===== config.mk =====
export PLATFORM = sky130hd
export DESIGN_NAME = stil_mul
export DESIGN_NICKNAME = d
export VERILOG_FILES = /design/src/assert_macros.svh /design/src/stil_pkg.sv /design/src/stil_mul.sv
export SDC_FILE = /design/constraint.sdc
export NUM_CORES = 2
export LEC_CHECK = 0
export BUFFER_PORTS_ARGS = -buffer_cell sky130_fd_sc_hd__buf_2
export CAP_MARGIN = 20
export CORE_MARGIN = 3
export CORE_UTILIZATION = 50
export CTS_BUF_LIST = sky130_fd_sc_hd__clkbuf_4 sky130_fd_sc_hd__clkbuf_8 sky130_fd_sc_hd__clkbuf_16
export DETAILED_ROUTE_END_ITERATION = 8
export PLACE_DENSITY = 0.65
export REMOVE_ABC_BUFFERS = 1
export SYNTH_ARGS = -nofsm -noshare
export SYNTH_HDL_FRONTEND = slang
export SYNTH_SLANG_ARGS = --single-unit

===== constraint.sdc =====
create_clock -name clock -period 25.4 [get_ports clock]
set_input_delay 2.54 -clock clock [delete_from_list [all_inputs] [get_ports clock]]
set_output_delay 2.54 -clock clock [all_outputs]
set_load 0.05 [all_outputs]

===== src/assert_macros.svh =====
// ----------------------------------------------------------------------------
// Assertion macros
// Concurrent assertion wrappers shared by the lookup core RTL.
// ----------------------------------------------------------------------------
`ifndef ASSERT_MACROS_SVH
`define ASSERT_MACROS_SVH

`ifndef ASSERT_OFF

// explicit clock and reset
`define STIL_ASSERT_CLK(lbl, clk, rst, prop, msg) \
   lbl: assert property (@(posedge clk) disable iff (rst) prop) else $error(msg);

// block clock and reset
`define STIL_ASSERT(lbl, prop, msg) \
   `STIL_ASSERT_CLK(lbl, clock, reset, prop, msg)

`else

`define STIL_ASSERT_CLK(lbl, clk, rst, prop, msg)
`define STIL_ASSERT(lbl, prop, msg)

`endif

`endif


===== src/stil_pkg.sv =====
// ----------------------------------------------------------------------------
// stil_pkg
// Types and constants for the sorted table interpolating lookup core.
// ----------------------------------------------------------------------------
`timescale 1ns / 1ps
`default_nettype none

package stil_pkg;

   localparam int TABLE_DEPTH   = 4096;
   localparam int ADDR_W        = $clog2(TABLE_DEPTH);
   localparam int ENTRY_COUNT_W = 13;
   localparam int CNT_W         = $clog2(TABLE_DEPTH + 1);

   localparam int DATA_W  = 32;
   localparam int MUL_W   = 33;
   localparam int PROD_W  = 2 * MUL_W;

   localparam int DIV_STEPS = 32;
   localparam int DIV_CNT_W = $clog2(DIV_STEPS + 1);

   localparam int CSR_IDX_W = 2;
   localparam logic [CSR_IDX_W-1:0] CSR_ENTRY_COUNT = 2'd0;
   localparam logic [CSR_IDX_W-1:0] CSR_HEAT_SCALE  = 2'd1;

   localparam logic [31:0] HEAT_SCALE_RESET = 32'h0001_0000;
   localparam logic [63:0] HEATING_MAX      = 64'h7FFF_FFFF_FFFF_FFFF;
   localparam logic [63:0] HEATING_MIN      = 64'h8000_0000_0000_0000;
   localparam logic [PROD_W-1:0] ROUND_HALF = PROD_W'(64'h0000_0000_8000_0000);

   typedef enum logic {
      OP_LOAD  = 1'b0,
      OP_QUERY = 1'b1
   } op_type;

   typedef struct packed {
      op_type             op;
      logic [11:0]        entry_index;
      logic [31:0]        radius;
      logic signed [31:0] rate;
      logic [31:0]        density;
   } req_type;

   typedef struct packed {
      logic signed [63:0] heating;
      logic               out_of_range;
   } rsp_type;

   typedef struct packed {
      logic busy;
      logic done;
   } div_status_type;

   typedef enum logic [3:0] {
      ST_IDLE,
      ST_KEY_LAST,
      ST_KEY_FIRST,
      ST_CHECK,
      ST_SRCH_RD,
      ST_SRCH_CMP,
      ST_PAIR_LO_RD,
      ST_PAIR_HI_RD,
      ST_PAIR_EVAL,
      ST_DIV,
      ST_MUL_T,
      ST_RATE,
      ST_MUL_MAG,
      ST_SCL_LO,
      ST_SCL_HI,
      ST_FINISH
   } state_type;

endpackage

`default_nettype wire


===== src/stil_mul.sv =====
// ----------------------------------------------------------------------------
// stil_mul
// Shared signed 33 x 33 multiplier with a registered product.
// ----------------------------------------------------------------------------
`timescale 1ns / 1ps
`default_nettype none

module stil_mul
   import stil_pkg::*;
(
   input  wire logic                     clock,
   input  wire logic signed [MUL_W-1:0]  a_op,
   input  wire logic signed [MUL_W-1:0]  b_op,
   output logic signed      [PROD_W-1:0] prod
);

   logic signed [PROD_W-1:0] prod_ff;

   always_ff @(posedge clock) begin
      prod_ff <= a_op * b_op;
   end

   assign prod = prod_ff;

endmodule

`default_nettype wire


==> impl_metrics.tcl <==
set metrics [dict create \
    critPathRequiredTime_ps 25690 \
    postCtsSetupBuffers 0 \
    grt_use_total_pct 26.1 \
    drtIter0Drc 1559 \
    netlist_area_um2 40700 \
    synth_cell_types 80 \
    grt_pass1_vias 31400 \
    async_reset_ff_share_pct 0 \
    cp.arrival_ps 10670 \
    dieArea_um2 84900 \
    placement.cell_area_um2 42000 \
    antenna_left 0 \
    cap_violations 0 \
    fin_crit_ps 10380 \
    worst_hold_path_type "primary input to flop" \
    critPathMaxFanout 33 \
    drcViolationCount 0 \
    nNetsFinal 5703 \
    timing.final.crit_share_pct 40.9 \
    area_delta_synth_final_pct 3.88 \
    start_util_pct 50.5 \
    drtPass1Iterations 5 \
    yosysWarnings 0 \
    viasPerCell 5.32 \
    synth_edf_count 0 \
    final_util_pct 52.4 \
    maxSlewViolCount 0 \
    fp.dieW_um 291 \
    cts.clk_slew.worst_paths_ps 70 \
    start_kind "primary input" \
    numCtsBuffers 9 \
    max-slew-margin-rel_pct 32.7 \
    hpwl_um 85500 \
    synth-main-ff-cell "dfxtp_1" \
    antenna_found_initial 4 \
    overflow 0 \
    largest_reg_flops 66 \
    cts_sinks 66 \
    rsz0062_at_grt "no" \
    grt_pass1_wl_um 171000 \
    ctsHoldBuffers 0 \
    worst-setup-path-type "primary input to flop" \
    synth-seq-area-share_pct 3.24 \
    tns_ps 0 \
    finalSetupViolations 0 \
    cts_tree "done" \
    syn_avg_cell_area_um2 9.39 \
    wl_per_cell_um 19.7 \
    final_layout_size_suffix_gt1_share_pct 4.65 \
    io_pins 133 \
    cp-end-kind "flop" \
    outcome "finished, final reports clean" \
    row_count 104 \
    fin_area_um2 42300 \
    worst_pin_slew_ps 1010 \
    hold_violations 0 \
    vias 28400 \
    core_area_um2 80700 \
    die_y_um 291 \
    place_congestion 0.898 \
    wirelength_um 105000 \
    fmax_ghz 0.0963 \
    syn_inst 4338 \
    synth_seq_cells 66 \
    grt_start_max_net_pins 34 \
    port_buffers 132 \
    clockBufferDepth 2 \
    cts_resized 0 \
    root_buffer "clkbuf_16" \
    htreeDepth 3 \
]
stage by stage:
stage / setup WS, ps / hold slack, ps / std cells
after floorplan: 15980 / 2660 / 4117
after global placement: 14880 / 3010 / 5321
after detailed placement: 14680 / 3010 / 5321
after CTS: 15070 / 2730 / 5337
after global routing: 14580 / 2760 / 5339
final: 15020 / 2760 / 5341
cells by family (layout without fill, tap and decap cells):
kind of cell | after synthesis | after routing | share of synthesized area (%)
fa+ha+maj | 1362 | 1362 | 62.9
buf+inv | 1352 | 1293 | 12.5
simple gates | 1271 | 1271 | 15.8
compound gates | 219 | 219 | 4.07
xor+xnor | 68 | 68 | 1.46
flops | 66 | 66 | 3.24
other cells | 0 | 2 | 0
layout make-up:
type / instances / area, um^2
Fill cell: 7549 / 38400
Tap cell: 1060 / 1330
Sequential cell: 66 / 1320
Clock inverter: 5 / 55.1
Timing Repair Buffer: 146 / 803
Inverter: 1131 / 4250
Multi-Input combinational cell: 2920 / 34300
Antenna cell: 2 / 5.00
Clock buffer: 11 / 240
cell usage in the layout (no fill, tap or decap), drive strengths merged, types with 12 or more instances in the layout:
cell and n:
fa 1145, inv 1131, and2 563, nand2 551
ha 217, buf 145, nor2 68, dfxtp 66
a21oi 61, xnor2 43, a21o 38, o21ai 33
nand3 26, xor2 25, nand2b 12, nand4 12
clkbuf 12
per-layer routing:
metal	track usage [%]	vias to the layer above	wire length, um
li1	-	12200	-
met2	44.6	894	52800
met4	6.72	0	2770
met5	0	-	0
met1	34.6	15100	42800
met3	4.49	178	6710
worst paths after layout:
kind / startpoint / to / slack [ps] / depth (start not counted)
max: a_op[32] / prod[62] / 15020 / 22
min: b_op[0] / prod[0] / 2760 / 2
critical path: stages:
cell	delay, ps
buf_2	530
nand2_1	180
inv_1	170
fa_1	490
fa_1	630
fa_1	670
fa_1	1260
fa_1	580
fa_1	500
fa_1	500
inv_1	50
fa_1	470
inv_1	40
ha_1	430
and3_1	200
nand3_1	110
nand2b_1	250
a2111oi_4	370
a211oi_4	100
a21o_2	250
a21o_1	160
a211oi_2	170
synthesized netlist by cell type (3+ instances only):
cell type  instances  area [um^2]
a211o_1            6         52.6
a211oi_1           7         52.6
a211oi_2           3         37.5
a21o_1            36          270
a21oi_1           57          285
a21oi_2            3         26.3
a31oi_1            8         50.1
and2_1           562         3520
and3_1             5         31.3
and4_1             5         43.8
buf_2             11         55.1
clkbuf_1         208          781
dfxtp_1           66         1320
fa_1            1145        22900
ha_1             217         2720
inv_1           1131         4250
nand2_1          551         2070
nand2b_1          12         75.1
nand3_1           25          125
nand4_1           11         68.8
nor2_1            68          255
nor2b_1            5         31.3
nor3_1             7         35.0
o211ai_1           4         30.0
o21a_1             6         45.0
o21ai_0           25          125
o21ai_1            6         30.0
o21bai_1          11         82.6
o31ai_4            3         63.8
or2_2              3         18.8
or3_1              3         18.8
xnor2_1           43          377
xor2_1            25          219
Power is left out: the tool's default activity adds up to more than one toggle a clock period on the data nets, which glitch-free logic cannot reach.
