<file path="src/assert_macros.svh">
// ----------------------------------------------------------------------------
// Assertion macros
// Concurrent assertion wrappers shared by the lookup core RTL.
// ----------------------------------------------------------------------------
`ifndef ASSERT_MACROS_SVH
`define ASSERT_MACROS_SVH

`ifndef ASSERT_OFF

// explicit clock and reset
`define STIL_ASSERT_CLK(lbl, clk, rst, prop, msg) \
   lbl: assert property (@(posedge clk) disable iff (rst) prop) else $error(msg);

// block clock and reset
`define STIL_ASSERT(lbl, prop, msg) \
   `STIL_ASSERT_CLK(lbl, clock, reset, prop, msg)

`else

`define STIL_ASSERT_CLK(lbl, clk, rst, prop, msg)
`define STIL_ASSERT(lbl, prop, msg)

`endif

`endif

</file>
<file path="src/stil_pkg.sv">
// ----------------------------------------------------------------------------
// stil_pkg
// Types and constants for the sorted table interpolating lookup core.
// ----------------------------------------------------------------------------
`timescale 1ns / 1ps
`default_nettype none

package stil_pkg;

   localparam int TABLE_DEPTH   = 4096;
   localparam int ADDR_W        = $clog2(TABLE_DEPTH);
   localparam int ENTRY_COUNT_W = 13;
   localparam int CNT_W         = $clog2(TABLE_DEPTH + 1);

   localparam int DATA_W  = 32;
   localparam int MUL_W   = 33;
   localparam int PROD_W  = 2 * MUL_W;

   localparam int DIV_STEPS = 32;
   localparam int DIV_CNT_W = $clog2(DIV_STEPS + 1);

   localparam int CSR_IDX_W = 2;
   localparam logic [CSR_IDX_W-1:0] CSR_ENTRY_COUNT = 2'd0;
   localparam logic [CSR_IDX_W-1:0] CSR_HEAT_SCALE  = 2'd1;

   localparam logic [31:0] HEAT_SCALE_RESET = 32'h0001_0000;
   localparam logic [63:0] HEATING_MAX      = 64'h7FFF_FFFF_FFFF_FFFF;
   localparam logic [63:0] HEATING_MIN      = 64'h8000_0000_0000_0000;
   localparam logic [PROD_W-1:0] ROUND_HALF = PROD_W'(64'h0000_0000_8000_0000);

   typedef enum logic {
      OP_LOAD  = 1'b0,
      OP_QUERY = 1'b1
   } op_type;

   typedef struct packed {
      op_type             op;
      logic [11:0]        entry_index;
      logic [31:0]        radius;
      logic signed [31:0] rate;
      logic [31:0]        density;
   } req_type;

   typedef struct packed {
      logic signed [63:0] heating;
      logic               out_of_range;
   } rsp_type;

   typedef struct packed {
      logic busy;
      logic done;
   } div_status_type;

   typedef enum logic [3:0] {
      ST_IDLE,
      ST_KEY_LAST,
      ST_KEY_FIRST,
      ST_CHECK,
      ST_SRCH_RD,
      ST_SRCH_CMP,
      ST_PAIR_LO_RD,
      ST_PAIR_HI_RD,
      ST_PAIR_EVAL,
      ST_DIV,
      ST_MUL_T,
      ST_RATE,
      ST_MUL_MAG,
      ST_SCL_LO,
      ST_SCL_HI,
      ST_FINISH
   } state_type;

endpackage

`default_nettype wire

</file>
<file path="src/stil_div.sv">
// ----------------------------------------------------------------------------
// stil_div
// Restoring divider for the interpolation fraction, one quotient bit a cycle.
// Requires dividend below divisor; returns floor(dividend * 2^32 / divisor).
// ----------------------------------------------------------------------------
`timescale 1ns / 1ps
`default_nettype none
`include "assert_macros.svh"

module stil_div
   import stil_pkg::*;
(
   input  wire logic        clock,
   input  wire logic        reset,
   input  wire logic        start,
   input  wire logic [31:0] dividend,
   input  wire logic [31:0] divisor,
   output div_status_type   status,
   output logic [31:0]      quotient
);

   logic                 run_ff, run_in;
   logic                 done_ff, done_in;
   logic [DIV_CNT_W-1:0] cnt_ff, cnt_in;
   logic [31:0]          rem_ff, rem_in;
   logic [31:0]          dvs_ff, dvs_in;
   logic [31:0]          quo_ff, quo_in;

   logic [32:0] shifted;
   logic [32:0] diff;
   logic        ge;

   assign shifted = {rem_ff, 1'b0};
   assign ge      = shifted >= {1'b0, dvs_ff};
   assign diff    = shifted - {1'b0, dvs_ff};

   always_comb begin
      run_in  = run_ff;
      done_in = 1'b0;
      cnt_in  = cnt_ff;
      rem_in  = rem_ff;
      dvs_in  = dvs_ff;
      quo_in  = quo_ff;
      if (start) begin
         run_in = 1'b1;
         cnt_in = DIV_CNT_W'(DIV_STEPS);
         rem_in = dividend;
         dvs_in = divisor;
         quo_in = '0;
      end else if (run_ff) begin
         rem_in = ge ? diff[31:0] : shifted[31:0];
         quo_in = {quo_ff[30:0], ge};
         cnt_in = cnt_ff - DIV_CNT_W'(1);
         if (cnt_ff == DIV_CNT_W'(1)) begin
            run_in  = 1'b0;
            done_in = 1'b1;
         end
      end
   end

   always_ff @(posedge clock) begin
      if (reset) begin
         run_ff  <= 1'b0;
         done_ff <= 1'b0;
         cnt_ff  <= '0;
      end else begin
         run_ff  <= run_in;
         done_ff <= done_in;
         cnt_ff  <= cnt_in;
      end
   end

   always_ff @(posedge clock) begin
      rem_ff <= rem_in;
      dvs_ff <= dvs_in;
      quo_ff <= quo_in;
   end

   assign status.busy = run_ff;
   assign status.done = done_ff;
   assign quotient    = quo_ff;

   `STIL_ASSERT(a_div_done_idle, (done_ff |-> !run_ff), "divider done while running")
   `STIL_ASSERT(a_div_cnt_live, (run_ff |-> cnt_ff != '0), "divider running with no steps")
   `STIL_ASSERT(a_div_no_restart, (start |-> !run_ff), "divider started while busy")

endmodule

`default_nettype wire

</file>
<file path="config.mk">
export PLATFORM = sky130hd
export DESIGN_NAME = stil_div
export DESIGN_NICKNAME = d
export VERILOG_FILES = /design/src/stil_pkg.sv /design/src/stil_div.sv
export VERILOG_INCLUDE_DIRS = /design/src /design/src/src
export SDC_FILE = /design/constraint.sdc
export NUM_CORES = 1
export LEC_CHECK = 0
export ABC_AREA = 1
export BUFFER_PORTS_ARGS = -buffer_cell sky130_fd_sc_hd__buf_2
export CAP_MARGIN = 20
export CORE_MARGIN = 5
export CORE_UTILIZATION = 40
export CTS_CLUSTER_SIZE = 20
export DETAILED_ROUTE_END_ITERATION = 8
export GPL_ROUTABILITY_DRIVEN = 0
export PLACE_DENSITY = 0.57
export SYNTH_ARGS = -nofsm -noshare
export SYNTH_HDL_FRONTEND = slang
export SYNTH_SLANG_ARGS = --single-unit
</file>
<file path="constraint.sdc">
create_clock -name clock -period 5.85 [get_ports clock]
set_input_delay 0.2925 -clock clock [delete_from_list [all_inputs] [get_ports clock]]
set_output_delay 0.2925 -clock clock [all_outputs]
set_load 0.01 [all_outputs]
</file>
==> reports/metrics.cfg <==
[run_status]
status = finished clean

[setup_path]
criticalPathCategory = reg -> reg
crit_chain = ha_1, a21oi_1, nand2_1, a21oi_1, nand2_2, nor2_4, nand2_4, nand2_1, nand3_1, nand2_1
setup.worst_path.start_class = register
critical_path_arrival_ns = 3.20
critical_path_depth = 10
crit_path_end_kind = register
cp_max_fo = 33
critPathTopFamily = simple AND/OR/NAND/NOR gates
cp_slowest_cell = nor2_4
slowest_delay_ns = 0.64
r2r_cells = 10
required_ns = 6.08
crit_buf_inv = 0
cp_common_cell = nand2_1

[route]
drt_first_pass_iters = 5
wl_per_cell_microns = 13.2
drt_iter0_markers = 299
drc = 0
detailroute.via_count = 5967
wirelength_mm = 16.9
antenna_left = 0
routed_via_density = 4.64

[logic_synthesis]
ys_ff_latch = 104
seq_area_frac_synth = 0.398
synth_top_cell_by_area = edfxtp_1
ys_types = 35
syn_nets = 1072
synth_top_area_share = 0.281
synth_cells = 970
synth_area_leaders = edfxtp_1, nand2_1, dfxtp_1
synth_area_sq_mm = 0.00684
yosys_warnings = 0
syn_avg_cell_area_sq_um = 7.05

[hold_path]
min_path_cells = 1
hp-class = in -> reg

[die]
die-area_sq_mm = 0.0198
die_y_microns = 141
row_count = 47
pin_count = 101
start_util = 0.410
core-area_sq_mm = 0.0167
fp.dieW_microns = 141

[timing]
max_freq_mhz = 337
tns_ns = 0
maxSlewViolCount = 0
fin_crit_ns = 2.97
skew_ns = 0.00816
finalSetupViolations = 0
period_share = 0.508
relSlewSlack = 0.347
tightest_slew_ns = 0.977
final_hold_viol_count = 0
rsz0062_at_grt = no

[grt]
grt_pass1_vias = 5806
grt_pass1_wl_mm = 28.0
grt_max_degree = 64
track_usage = 0.172
antenna_found_initial = 0
overflow = 0

[run]
cap_violations = 0

[cts]
post_cts_resized = 0
cts_tree = built
cts_root_buf = clkbuf_16
clk_latency_ns = 0.36
clock_path_buffers = 2
cts.clk_slew.worst_paths_ns = 0.08
ctsHoldBuffers = 0
clkSinkCount = 104
cts-buffers-inserted = 9
h-tree-depth = 3
postCtsSetupBuffers = 0

[cells_and_area]
fin_nets = 1162
diodes = 0
final_util = 0.467
syn2layout_area_growth_pct = 14.0
drive_gt1_frac = 0.138
fillerInstances = 1790

[place]
io_buffer_count = 100
dp_hpwl_mm = 12.8

[power_and_ir_drop]
ir_drop_v = 0.000167
p_leak_uw = 0.00409
power.density_mw_per_mm2 = 323

-- state kept, by name (all words and copies together), names as in the netlist --
register / flops
quotient: 32
cnt_ff: 6
done_ff: 1
rem_ff: 32
dvs_ff: 32
run_ff: 1
-- where the power goes --
part           total [uW]  switching (uW)  internal, uW
combinational        1000             639           365
sequential            908            35.5           872
clock                 609             306           303
total                2520             981          1540
-- area by class of cell --
cell class | count | area (sq um) | area share
clock inverter | 7 | 70.1 | 0.00899
multi-input combinational | 638 | 3210 | 0.412
timing repair buffer | 104 | 531 | 0.0680
sequential | 104 | 2720 | 0.349
tap | 220 | 275 | 0.0353
inverter | 203 | 762 | 0.0977
clock buffer | 9 | 225 | 0.0289
-- per-stage QoR --
step | setup slack [ns] | hold WS (ns) | cells | instance area, sq um | total power, uW
2_1_floorplan | 3.58 | 0.371 | 970 | 6840 | 1710
3_3_place_gp | 2.84 | 0.436 | 1269 | 7500 | 1920
3_5_place_dp | 2.79 | 0.455 | 1269 | 7500 | 1930
4_1_cts | 2.77 | 0.0855 | 1285 | 7800 | 2550
5_1_grt | 2.58 | 0.0820 | 1285 | 7800 | 2730
6_report | 2.88 | 0.102 | 1285 | 7800 | 2520
-- worst reg2reg max path: stages, from the launching register on --
cell and delay (ns):
edfxtp_1 0.40, ha_1 0.37, a21oi_1 0.30, nand2_1 0.09
a21oi_1 0.19, nand2_2 0.09, nor2_4 0.64, nand2_4 0.40
nand2_1 0.21, nand3_1 0.08, nand2_1 0.07
-- layout by cell type (no fill, tap or decap) --
| cell | count |
|---|---|
| nand4_1 | 9 |
| fa_1 | 1 |
| nand2_1 | 342 |
| clkinv_8 | 1 |
| dfxtp_1 | 40 |
| nor3b_1 | 2 |
| a21oi_1 | 18 |
| nand2_2 | 7 |
| edfxtp_1 | 64 |
| nor2_2 | 3 |
| clkinv_1 | 2 |
| o21ai_0 | 3 |
| inv_6 | 3 |
| ha_1 | 34 |
| buf_2 | 100 |
| o22ai_1 | 30 |
| nand3b_1 | 25 |
| and2_1 | 6 |
| and3_1 | 1 |
| xnor2_1 | 14 |
| clkbuf_16 | 9 |
| nor2_4 | 2 |
| nor2_1 | 52 |
| inv_1 | 191 |
| xor2_1 | 1 |
| nand3_1 | 72 |
| inv_2 | 10 |
| o21a_1 | 2 |
| buf_4 | 4 |
| clkinv_2 | 1 |
| or2_2 | 2 |
| nand3_2 | 1 |
| inv_8 | 2 |
| a211oi_1 | 2 |
| o21ai_1 | 1 |
| nor3_1 | 4 |
| nand2_4 | 2 |
| o21bai_1 | 2 |
-- synth_stat cells --
master,count
nor3b_1,2
or2_2,2
fa_1,1
clkinv_1,2
buf_6,5
nand3b_1,25
and2_1,6
nand3_1,72
and3_1,1
xnor2_1,14
o21bai_1,2
xor2_1,1
nand2_2,7
o21ai_0,3
nor2_2,3
inv_1,192
o22ai_1,30
a21oi_1,18
nor2_1,52
nand4_1,9
nor2_4,2
nor3_1,4
nand2_1,342
edfxtp_1,64
nand2_4,2
o21ai_1,1
inv_2,9
nand3_2,1
a211oi_1,2
clkbuf_1,14
dfxtp_1,40
ha_1,34
buf_2,4
o21a_1,2
buf_4,2
-- final timing paths --
path           startpoint            to  slack (ns)
max            rem_ff[27]    rem_ff[17]        2.88
min           divisor[31]    dvs_ff[31]        0.10
max reg2reg    rem_ff[27]    rem_ff[17]        2.88
min reg2reg  quotient[31]  quotient[31]        0.48
-- cells by family (layout without fill, tap and decap cells) --
| group | after synthesis | count (layout) | share of synthesized area |
|---|---|---|---|
| xor+xnor | 15 | 15 | 0.0192 |
| compound gates | 58 | 58 | 0.0501 |
| fa+ha+maj | 35 | 35 | 0.0651 |
| simple gates | 530 | 530 | 0.335 |
| flops | 104 | 104 | 0.398 |
| buf+inv | 228 | 323 | 0.132 |
-- metal layers --
metal | up-vias | GRT usage | part of all wire
met5 | - | 0 | 0
met4 | 0 | 0.0454 | 0.016
met3 | 17 | 0.0488 | 0.057
met2 | 111 | 0.273 | 0.44
met1 | 2642 | 0.230 | 0.49
li1 | 3197 | - | -
(Power assumes the default switching activity.)
